$ cat config.mk
export PLATFORM = sky130hd
export DESIGN_NAME = oaht_ctrl
export DESIGN_NICKNAME = d
export VERILOG_FILES = /design/src/rtl/core/oaht_pkg.sv /design/src/rtl/core/oaht_ctrl.sv
export SDC_FILE = /design/constraint.sdc
export NUM_CORES = 1
export LEC_CHECK = 0
export ABC_CLOCK_PERIOD_IN_PS = 1900
export BUFFER_PORTS_ARGS = -buffer_cell sky130_fd_sc_hd__buf_2
export CORE_ASPECT_RATIO = 1.1
export CORE_UTILIZATION = 48
export DETAILED_ROUTE_END_ITERATION = 10
export PLACE_DENSITY = 0.78
export SYNTH_ARGS = -nofsm -noshare
export SYNTH_HDL_FRONTEND = slang
export SYNTH_SLANG_ARGS = --single-unit
$ cat constraint.sdc
create_clock -name i_clk -period 1.9 [get_ports i_clk]
set_input_delay 0.38 -clock i_clk [delete_from_list [all_inputs] [get_ports i_clk]]
set_output_delay 0.38 -clock i_clk [all_outputs]
set_load 0.005 [all_outputs]
$ cat src/rtl/core/oaht_pkg.sv
// oaht_pkg: shared types and constants of the open addressing hash table
// item and result structs, controller/datapath command and status structs, codes
// no dependencies
package oaht_pkg;

    localparam logic [31:0] FNV_BASIS = 32'd2166136261;
    localparam logic [31:0] FNV_MULT  = 32'd16777619;
    localparam int SLOT_W = 10;

    localparam logic [1:0] CFG_GROW      = 2'd0;
    localparam logic [1:0] CFG_SHRINK    = 2'd1;
    localparam logic [1:0] CFG_TOMBSTONE = 2'd2;

    typedef enum logic [1:0] {
        KIND_SEARCH = 2'd0,
        KIND_INSERT = 2'd1,
        KIND_REMOVE = 2'd2,
        KIND_FETCH  = 2'd3
    } t_kind;

    typedef enum logic [2:0] {
        ST_OK        = 3'd0,
        ST_NOT_FOUND = 3'd1,
        ST_EXISTS    = 3'd2,
        ST_FULL      = 3'd3,
        ST_EXHAUSTED = 3'd4,
        ST_RANGE     = 3'd5
    } t_status;

    typedef enum logic [1:0] {
        FLAG_EMPTY = 2'd0,
        FLAG_USED  = 2'd1,
        FLAG_TOMB  = 2'd2
    } t_flag;

    typedef enum logic [1:0] {
        RD_PROBE = 2'd0,
        RD_CNT   = 2'd1,
        RD_SLOT  = 2'd2
    } t_rd_sel;

    typedef enum logic [1:0] {
        LIM_SIZE = 2'd0,
        LIM_CLR  = 2'd1,
        LIM_NUM  = 2'd2
    } t_lim_sel;

    typedef enum logic [4:0] {
        S_RST_CLR,
        S_IDLE,
        S_FETCH,
        S_FETCH_W,
        S_HASH,
        S_FIND_RD,
        S_FIND_CK,
        S_GROW,
        S_PLACE_START,
        S_PLC_RD,
        S_PLC_CK,
        S_INS_FIN,
        S_RM_CHK1,
        S_RM_CHK2,
        S_SCAN_CK,
        S_SCAN_W,
        S_CLR,
        S_RI_CHK,
        S_RI_LD
    } t_state;

    typedef struct packed {
        logic [1:0]        kind;
        logic [31:0]       key;
        logic [31:0]       new_value;
        logic [SLOT_W-1:0] slot_in;
    } t_item;

    typedef struct packed {
        logic [2:0]        status;
        logic [SLOT_W-1:0] slot_out;
        logic [31:0]       found_value;
        logic [10:0]       table_size;
        logic [10:0]       active_count;
    } t_result;

    typedef struct packed {
        t_flag       flag;
        logic [31:0] key;
        logic [31:0] val;
    } t_entry;

    typedef struct packed {
        logic [31:0] key;
        logic [31:0] val;
    } t_pair;

    typedef struct packed {
        logic     latch;
        logic     ld_wk_req;
        logic     ld_wk_scr;
        logic     hash_step;
        logic     probe_init;
        logic     probe_next;
        logic     rd_en;
        t_rd_sel  rd_sel;
        logic     wr_place;
        logic     wr_tomb;
        logic     wr_clr;
        logic     scr_wr;
        logic     scr_rd;
        logic     cnt_clr;
        logic     cnt_inc;
        logic     n_clr;
        logic     ld_lim;
        t_lim_sel lim_sel;
        logic     rb_start;
        logic     rb_grow;
        logic     set_size;
        logic     fin;
        t_status  fin_status;
        logic     fin_slot;
        logic     fin_fval;
    } t_cmd;

    typedef struct packed {
        t_kind kind;
        logic  hash_done;
        logic  rd_used;
        logic  rd_empty;
        logic  key_match;
        logic  probe_last;
        logic  cnt_at_lim;
        logic  range_bad;
        logic  grow_need;
        logic  shrink_need;
        logic  tomb_need;
    } t_stat;

endpackage

$ cat src/rtl/core/oaht_ctrl.sv
// oaht_ctrl: sequencer of the hash table: probe loops, insert and remove flows,
// rebuild (collect, clear, re-insert) and the clearing pass after reset
// depends on oaht_pkg
module oaht_ctrl (
    input  logic            i_clk,
    input  logic            i_rst_n,
    input  logic            start,
    output logic            busy,
    input  oaht_pkg::t_stat i_stat,
    output oaht_pkg::t_cmd  o_cmd
);
    import oaht_pkg::*;

    typedef enum logic [1:0] {
        RET_PLACE = 2'd0,
        RET_RM2   = 2'd1,
        RET_FIN   = 2'd2
    } t_ret;

    typedef enum logic [1:0] {
        MODE_FIND  = 2'd0,
        MODE_PLACE = 2'd1,
        MODE_REB   = 2'd2
    } t_mode;

    t_state r_state, n_state;
    t_ret   r_ret, n_ret;
    t_mode  r_mode, n_mode;

    always_ff @(posedge i_clk) begin
        if (!i_rst_n) begin
            r_state <= S_RST_CLR;
            r_ret   <= RET_FIN;
            r_mode  <= MODE_FIND;
        end else begin
            r_state <= n_state;
            r_ret   <= n_ret;
            r_mode  <= n_mode;
        end
    end

    always_comb begin
        n_state = r_state;
        n_ret   = r_ret;
        n_mode  = r_mode;
        case (r_state)
            S_RST_CLR: begin
                if (i_stat.cnt_at_lim) n_state = S_IDLE;
            end
            S_IDLE: begin
                if (start) begin
                    n_mode  = MODE_FIND;
                    n_state = S_FETCH;
                end
            end
            // item is latched now: fetch goes its own way, everything else hashes
            S_FETCH: begin
                if (i_stat.kind != KIND_FETCH) begin
                    n_state = S_HASH;
                end else begin
                    n_state = i_stat.range_bad ? S_IDLE : S_FETCH_W;
                end
            end
            S_FETCH_W: n_state = S_IDLE;
            S_HASH: begin
                if (i_stat.hash_done) begin
                    n_state = (r_mode == MODE_FIND) ? S_FIND_RD : S_PLC_RD;
                end
            end
            S_FIND_RD: n_state = S_FIND_CK;
            S_FIND_CK: begin
                if (i_stat.rd_used && i_stat.key_match) begin
                    case (i_stat.kind)
                        KIND_REMOVE: n_state = S_RM_CHK1;
                        default:     n_state = S_IDLE;
                    endcase
                end else if (i_stat.rd_empty || i_stat.probe_last) begin
                    n_state = (i_stat.kind == KIND_INSERT) ? S_GROW : S_IDLE;
                end else begin
                    n_state = S_FIND_RD;
                end
            end
            S_GROW: begin
                if (i_stat.grow_need) begin
                    n_ret   = RET_PLACE;
                    n_state = S_SCAN_CK;
                end else begin
                    n_state = S_PLACE_START;
                end
            end
            S_PLACE_START: begin
                n_mode  = MODE_PLACE;
                n_state = S_HASH;
            end
            S_PLC_RD: n_state = S_PLC_CK;
            S_PLC_CK: begin
                if (!i_stat.rd_used || i_stat.probe_last) begin
                    if (r_mode == MODE_REB) begin
                        n_state = S_RI_CHK;
                    end else begin
                        n_state = !i_stat.rd_used ? S_INS_FIN : S_IDLE;
                    end
                end else begin
                    n_state = S_PLC_RD;
                end
            end
            S_INS_FIN: n_state = S_IDLE;
            S_RM_CHK1: begin
                if (i_stat.shrink_need) begin
                    n_ret   = RET_RM2;
                    n_state = S_SCAN_CK;
                end else begin
                    n_state = S_RM_CHK2;
                end
            end
            S_RM_CHK2: begin
                if (i_stat.tomb_need) begin
                    n_ret   = RET_FIN;
                    n_state = S_SCAN_CK;
                end else begin
                    n_state = S_IDLE;
                end
            end
            S_SCAN_CK: n_state = i_stat.cnt_at_lim ? S_CLR : S_SCAN_W;
            S_SCAN_W:  n_state = S_SCAN_CK;
            S_CLR: begin
                if (i_stat.cnt_at_lim) n_state = S_RI_CHK;
            end
            S_RI_CHK: begin
                if (i_stat.cnt_at_lim) begin
                    case (r_ret)
                        RET_PLACE: n_state = S_PLACE_START;
                        RET_RM2:   n_state = S_RM_CHK2;
                        default:   n_state = S_IDLE;
                    endcase
                end else begin
                    n_state = S_RI_LD;
                end
            end
            S_RI_LD: begin
                n_mode  = MODE_REB;
                n_state = S_HASH;
            end
            default: n_state = S_IDLE;
        endcase
    end

    always_comb begin
        o_cmd = '0;
        busy  = (r_state != S_IDLE);
        case (r_state)
            S_RST_CLR: begin
                if (!i_stat.cnt_at_lim) begin
                    o_cmd.wr_clr  = 1'b1;
                    o_cmd.cnt_inc = 1'b1;
                end
            end
            S_IDLE: begin
                o_cmd.latch = start;
            end
            S_FETCH: begin
                if (i_stat.kind == KIND_FETCH && i_stat.range_bad) begin
                    o_cmd.fin        = 1'b1;
                    o_cmd.fin_status = ST_RANGE;
                end else if (i_stat.kind == KIND_FETCH) begin
                    o_cmd.rd_en  = 1'b1;
                    o_cmd.rd_sel = RD_SLOT;
                end
            end
            S_FETCH_W: begin
                o_cmd.fin      = 1'b1;
                o_cmd.fin_fval = 1'b1;
            end
            S_HASH: begin
                if (i_stat.hash_done) o_cmd.probe_init = 1'b1;
                else                  o_cmd.hash_step  = 1'b1;
            end
            S_FIND_RD, S_PLC_RD: begin
                o_cmd.rd_en  = 1'b1;
                o_cmd.rd_sel = RD_PROBE;
            end
            S_FIND_CK: begin
                if (i_stat.rd_used && i_stat.key_match) begin
                    case (i_stat.kind)
                        KIND_SEARCH: begin
                            o_cmd.fin      = 1'b1;
                            o_cmd.fin_slot = 1'b1;
                        end
                        KIND_INSERT: begin
                            o_cmd.fin        = 1'b1;
                            o_cmd.fin_status = ST_EXISTS;
                        end
                        default: o_cmd.wr_tomb = 1'b1;
                    endcase
                end else if (i_stat.rd_empty || i_stat.probe_last) begin
                    if (i_stat.kind != KIND_INSERT) begin
                        o_cmd.fin        = 1'b1;
                        o_cmd.fin_status = i_stat.rd_empty ? ST_NOT_FOUND : ST_EXHAUSTED;
                    end
                end else begin
                    o_cmd.probe_next = 1'b1;
                end
            end
            S_GROW: begin
                if (i_stat.grow_need) begin
                    o_cmd.rb_start = 1'b1;
                    o_cmd.rb_grow  = 1'b1;
                    o_cmd.cnt_clr  = 1'b1;
                    o_cmd.n_clr    = 1'b1;
                    o_cmd.ld_lim   = 1'b1;
                    o_cmd.lim_sel  = LIM_SIZE;
                end
            end
            S_PLACE_START: o_cmd.ld_wk_req = 1'b1;
            S_PLC_CK: begin
                if (!i_stat.rd_used) begin
                    o_cmd.wr_place = 1'b1;
                    o_cmd.cnt_inc  = (r_mode == MODE_REB);
                end else if (i_stat.probe_last) begin
                    // no room: a rebuilt entry is dropped, a request is refused
                    if (r_mode == MODE_REB) begin
                        o_cmd.cnt_inc = 1'b1;
                    end else begin
                        o_cmd.fin        = 1'b1;
                        o_cmd.fin_status = ST_FULL;
                    end
                end else begin
                    o_cmd.probe_next = 1'b1;
                end
            end
            S_INS_FIN: begin
                o_cmd.fin      = 1'b1;
                o_cmd.fin_slot = 1'b1;
            end
            S_RM_CHK1, S_RM_CHK2: begin
                if ((r_state == S_RM_CHK1) ? i_stat.shrink_need : i_stat.tomb_need) begin
                    o_cmd.rb_start = 1'b1;
                    o_cmd.cnt_clr  = 1'b1;
                    o_cmd.n_clr    = 1'b1;
                    o_cmd.ld_lim   = 1'b1;
                    o_cmd.lim_sel  = LIM_SIZE;
                end else if (r_state == S_RM_CHK2) begin
                    o_cmd.fin = 1'b1;
                end
            end
            S_SCAN_CK: begin
                if (i_stat.cnt_at_lim) begin
                    o_cmd.cnt_clr = 1'b1;
                    o_cmd.ld_lim  = 1'b1;
                    o_cmd.lim_sel = LIM_CLR;
                end else begin
                    o_cmd.rd_en  = 1'b1;
                    o_cmd.rd_sel = RD_CNT;
                end
            end
            S_SCAN_W: begin
                o_cmd.scr_wr  = i_stat.rd_used;
                o_cmd.cnt_inc = 1'b1;
            end
            S_CLR: begin
                if (i_stat.cnt_at_lim) begin
                    o_cmd.set_size = 1'b1;
                    o_cmd.cnt_clr  = 1'b1;
                    o_cmd.ld_lim   = 1'b1;
                    o_cmd.lim_sel  = LIM_NUM;
                end else begin
                    o_cmd.wr_clr  = 1'b1;
                    o_cmd.cnt_inc = 1'b1;
                end
            end
            S_RI_CHK: begin
                if (i_stat.cnt_at_lim) begin
                    o_cmd.fin = (r_ret == RET_FIN);
                end else begin
                    o_cmd.scr_rd = 1'b1;
                end
            end
            S_RI_LD: o_cmd.ld_wk_scr = 1'b1;
            default: o_cmd = '0;
        endcase
    end

endmodule

======== After elaboration in Yosys (flattened, before gate mapping) ========
Index checks and enable logic that the tools add are counted.
Widths: inputs -> output; s select.
word-level totals
  register bits ........................... 9
  input bits .............................. 15
  logic and storage cells ................. 146
cells by class
  equal/unequal tests ..................... 34
  muxes and demuxes ....................... 88
  reductions and logical operators ........ 21
operators by type and width
  kind                count
  $pmux 5 s16         1
  $mux 5              10
  $mux 4              11
  $eq 5x4->1 const B  8
  $mux 1              34
  $mux 3              10
  $eq 5x3->1 const B  4
  $pmux 3 s3          2
  $mux 2              8
  $ne 2x2->1 const B  8
  $eq 5x5->1 const B  3
  $reduce_or 2->1     7
  $pmux 2 s3          2
  $pmux 3 s4          1
  $eq 5x2->1 const B  2
  $eq 2x2->1 const B  4
  $pmux 1 s2          4
  $pmux 4 s2          1
  $reduce_and 4->1    2
  $logic_not 2->1     3
  $mux 6              1
  $pmux 1 s3          2
  $pmux 1 s6          1
  $reduce_bool 3->1   2
  9 further kinds     12

======== Depth between registers and ports, before layout ========
  depth after elaboration ................. 5
  depth in mapped cells ................... 7

======== Least setup slack after synthesis ========
No wires, ideal clock.
  path kind ............................... reg-to-output
  start ................................... register r_state[2]
  end ..................................... output o_cmd[22] in the netlist's numbering
  data arrival time ....................... 1,417 ps
  required time ........................... 1,520 ps
  path slack .............................. 103 ps
  stages on the path, launching flop included .. 8
  cell sequence ........................... dfxtp_1 -> buf_6 -> or2_1 -> buf_6 -> nor4_2 -> and2b_1 -> a31o_2 -> o21bai_1
RTL lines
  element                   line             text
  start: declaration        oaht_ctrl.sv:26  t_state r_state, n_state;
  start signal: assignment  oaht_ctrl.sv:36  r_state <= n_state;
  end: declaration          oaht_ctrl.sv:10  output oaht_pkg::t_cmd o_cmd

==> flow_metrics.env <==
export IMPL_status="finished with violations"
export IMPL_violations="negative setup slack"
export IMPL_switching_power_uw=213
export IMPL_wirelength_um=6460
export IMPL_numPortBuffers=44
export IMPL_synth_edf_count=0
export IMPL_hp_class="in2reg"
export IMPL_grt_pass1_vias=1670
export IMPL_core_area_sq_um=2320
export IMPL_clkSinkCount=9
export IMPL_synthFlopType="dfxtp_1"
export IMPL_internal_power_uw=367
export IMPL_rsz0062_at_grt="true"
export IMPL_setup_tns_ns=-2.59
export IMPL_final_core_util_pct=88.7
export IMPL_switching_share_pct=36.8
export IMPL_cp_end_kind="output port"
export IMPL_worstSetupPathType="reg2out"
export IMPL_yosysWarningCount=0
export IMPL_cp_data_arrival_time_ns=1.80
export IMPL_start_kind="flip-flop"
export IMPL_path_max_fanout=4
export IMPL_synth_avg_cell_area_sq_um=6.74
export IMPL_period_share_pct=115
export IMPL_holdPathEnd="r_mode[0]$_SDFFE_PN0P_"
export IMPL_drive_gt1_share_pct=54.6
export IMPL_route_detailed_drc=0
export IMPL_dieArea_sq_um=2730
export IMPL_std_cell_rows=18
export IMPL_clk_pin_slew_ns=0.07
export IMPL_h_tree_depth=1
export IMPL_ff2ff_path_depth=7
export IMPL_max_freq_mhz=459
export IMPL_yosys_register_bits=9
export IMPL_fin_nets=276
export IMPL_slew_headroom_pct=71.8
export IMPL_cts_tree="yes"
export IMPL_async_flop_share_pct=0
export IMPL_setup_violations=20
export IMPL_min_period_ns=2.18
export IMPL_reg2reg_from="r_state[4]$_SDFFE_PN0P_"
export IMPL_layout_setup_ws_ns=-0.277
export IMPL_syn_cell_area_sq_um=1210
export IMPL_drtIter0Drc=203
export IMPL_syn_instance_count=180
export IMPL_hpwl_um=3520
export IMPL_final_common_cell="buf_2"
export IMPL_yosysSeqAreaShare_pct=14.9
export IMPL_clk_latency_ns=0.27
export IMPL_wl_per_cell_um=22.3
export IMPL_reg2reg_slack_ns=0.01
export IMPL_synthesis_nets=195
export IMPL_power_frac_comb_pct=39.3
export IMPL_vias_per_cell=6.89
export IMPL_grt_overflow_total=0
export IMPL_ys_types=50
export IMPL_grt_max_degree=20
export IMPL_ant_nets=0
export IMPL_area_growth_pct=69.7
export IMPL_power_frac_clock_pct=27.7
export IMPL_fin_skew_ns=0.00857
export IMPL_dr_pass1_iters=5
export IMPL_powerDensity_nw_per_um2=282
export IMPL_finalHoldViolCount=0
export IMPL_peakVddDrop_uv=451
export IMPL_cts_path_max_buffers=2
export IMPL_antenna_found_initial=0
export IMPL_worstMarginPinSlew_ns=0.420
export IMPL_placed_area_sq_um=1580
export IMPL_die_y_um=54.7
export IMPL_io_pins=45
export IMPL_power_leakage_nw=0.925
export IMPL_crit_required_ns=1.52
export IMPL_hold_path_depth=2
export IMPL_fin_area_sq_um=2060
export IMPL_rr_endpoint="r_state[3]$_SDFFE_PN0P_"
export IMPL_via_count=1999
export IMPL_grt_pass1_wl_um=8350
export IMPL_diodes=0
export IMPL_slew_violations=0
export IMPL_die_x_um=49.9
export IMPL_ctsRootBufferMaster="clkbuf_4"
export IMPL_drv_cap=0
export IMPL_place_congestion=0.975
export IMPL_layout_common_cells="buf_2, buf_4, nand2_1, nor3_1"
export IMPL_cts_made_buffers=3
export IMPL_grtUsageTotal_pct=41.5
export IMPL_hold_path_startpoint="i_rst_n"
export IMPL_pwr_share_seq_pct=33.0
export IMPL_initial_utilization_pct=52.3
==> worst max-delay path by stage <==
stage | from | endpoint | slack [ns]
finish | r_state[1]$_SDFFE_PN0P_ | o_cmd[1] | -0.28
detailed placement | r_state[2]$_SDFFE_PN0P_ | o_cmd[11] | 0.01
global route | r_state[1]$_SDFFE_PN0P_ | o_cmd[1] | -0.30
floorplan | r_state[2]$_SDFFE_PN0P_ | o_cmd[22] | 0.10
global placement | r_state[4]$_SDFFE_PN0P_ | o_cmd[3] | 0.04
CTS | r_state[3]$_SDFFE_PN0P_ | o_cmd[14] | -0.13
==> critical path, cell delays in order (launching register included) <==
cell and delay [ns]:
dfxtp_4 0.36, buf_6 0.09, nand2b_4 0.08, nor4_4 0.41, nand3_2 0.17, o32ai_2 0.25
buf_2 0.16
==> final cells by class <==
class | instances | area, sq um
fillers | 116 | 263
clock buffers | 4 | 26.3
inverters | 9 | 33.8
well taps | 30 | 37.5
repair buffers | 91 | 644
multi-input cells | 147 | 1120
flip-flops and latches | 9 | 194
==> state kept, by name, indices dropped and copies added, names as in the netlist <==
name	flops
r_state	5
r_ret	2
r_mode	2
==> repair_timing <==
| item | 4_1_cts | 5_1_grt |
|---|---|---|
| buffers inserted | 15 | 11 |
| hold buffers | 0 | 0 |
| resized for setup | 34 | 40 |
| cloned | 0 | 1 |
| pin swaps | 15 | 19 |
| setup endpoints to repair | 25 | 28 |
==> Yosys cell counts (2+ instances only) <==
| master | count | share of area [%] |
|---|---|---|
| a211o_1 | 2 | 1.4 |
| a21oi_1 | 9 | 3.7 |
| a32oi_1 | 3 | 2.2 |
| and2_1 | 2 | 1.0 |
| and3_1 | 5 | 2.6 |
| buf_2 | 7 | 2.9 |
| buf_4 | 2 | 1.2 |
| buf_6 | 2 | 1.9 |
| clkbuf_1 | 3 | 0.93 |
| dfxtp_1 | 9 | 15 |
| inv_1 | 7 | 2.2 |
| inv_2 | 2 | 0.62 |
| mux2i_1 | 2 | 1.7 |
| nand2_1 | 18 | 5.6 |
| nand2b_1 | 7 | 3.6 |
| nand3_1 | 3 | 1.2 |
| nand4_1 | 5 | 2.6 |
| nor2_1 | 19 | 5.9 |
| nor2b_1 | 3 | 1.5 |
| nor3_1 | 15 | 6.2 |
| nor3_2 | 2 | 1.7 |
| nor3b_1 | 2 | 1.2 |
| o211ai_1 | 3 | 1.9 |
| o21a_1 | 4 | 2.5 |
| o21ai_0 | 11 | 4.5 |
| o21bai_1 | 2 | 1.2 |
| o22ai_1 | 3 | 1.5 |
| o32a_1 | 4 | 3.3 |
| or2_1 | 3 | 1.5 |
==> logic make-up (layout without fill, tap and decap cells) <==
kind of cell	after synthesis	in the layout	synth area share, %
AOI/OAI and AO/OA	52	52	30.3
and+or+nand+nor	93	93	43.1
DFF	9	9	14.9
buffers and inverters	24	104	10.0
muxes	2	2	1.65
==> layer usage <==
metal / vias up / GRT usage (%) / wire [um] / part of all wire (%)
met4: 0 / 17.6 / 352 / 5.4
met2: 187 / 73.9 / 2930 / 45
li1: 839 / - / - / -
met1: 922 / 51.4 / 2420 / 38
met5: - / 0 / 0 / 0
met3: 51 / 4.17 / 753 / 12
==> through the flow <==
step / std cells / total power, mW / hold slack [ns] / setup WS, ns
floorplan: 180 / 0.293 / 0.484 / 0.103
global placement: 263 / 0.357 / 0.555 / 0.0397
detailed placement: 263 / 0.361 / 0.559 / 0.0142
CTS: 282 / 0.517 / 0.350 / -0.130
global route: 290 / 0.595 / 0.364 / -0.302
finish: 290 / 0.580 / 0.336 / -0.277
==> power groups by stage <==
stage	logic, mW	registers [mW]	clock network [mW]
2_1_floorplan	0.0960	0.196	0
3_3_place_gp	0.160	0.197	0
3_5_place_dp	0.163	0.198	0
4_1_cts	0.178	0.190	0.149
5_1_grt	0.236	0.192	0.167
6_report	0.228	0.191	0.160
(Power assumes the default switching activity.)
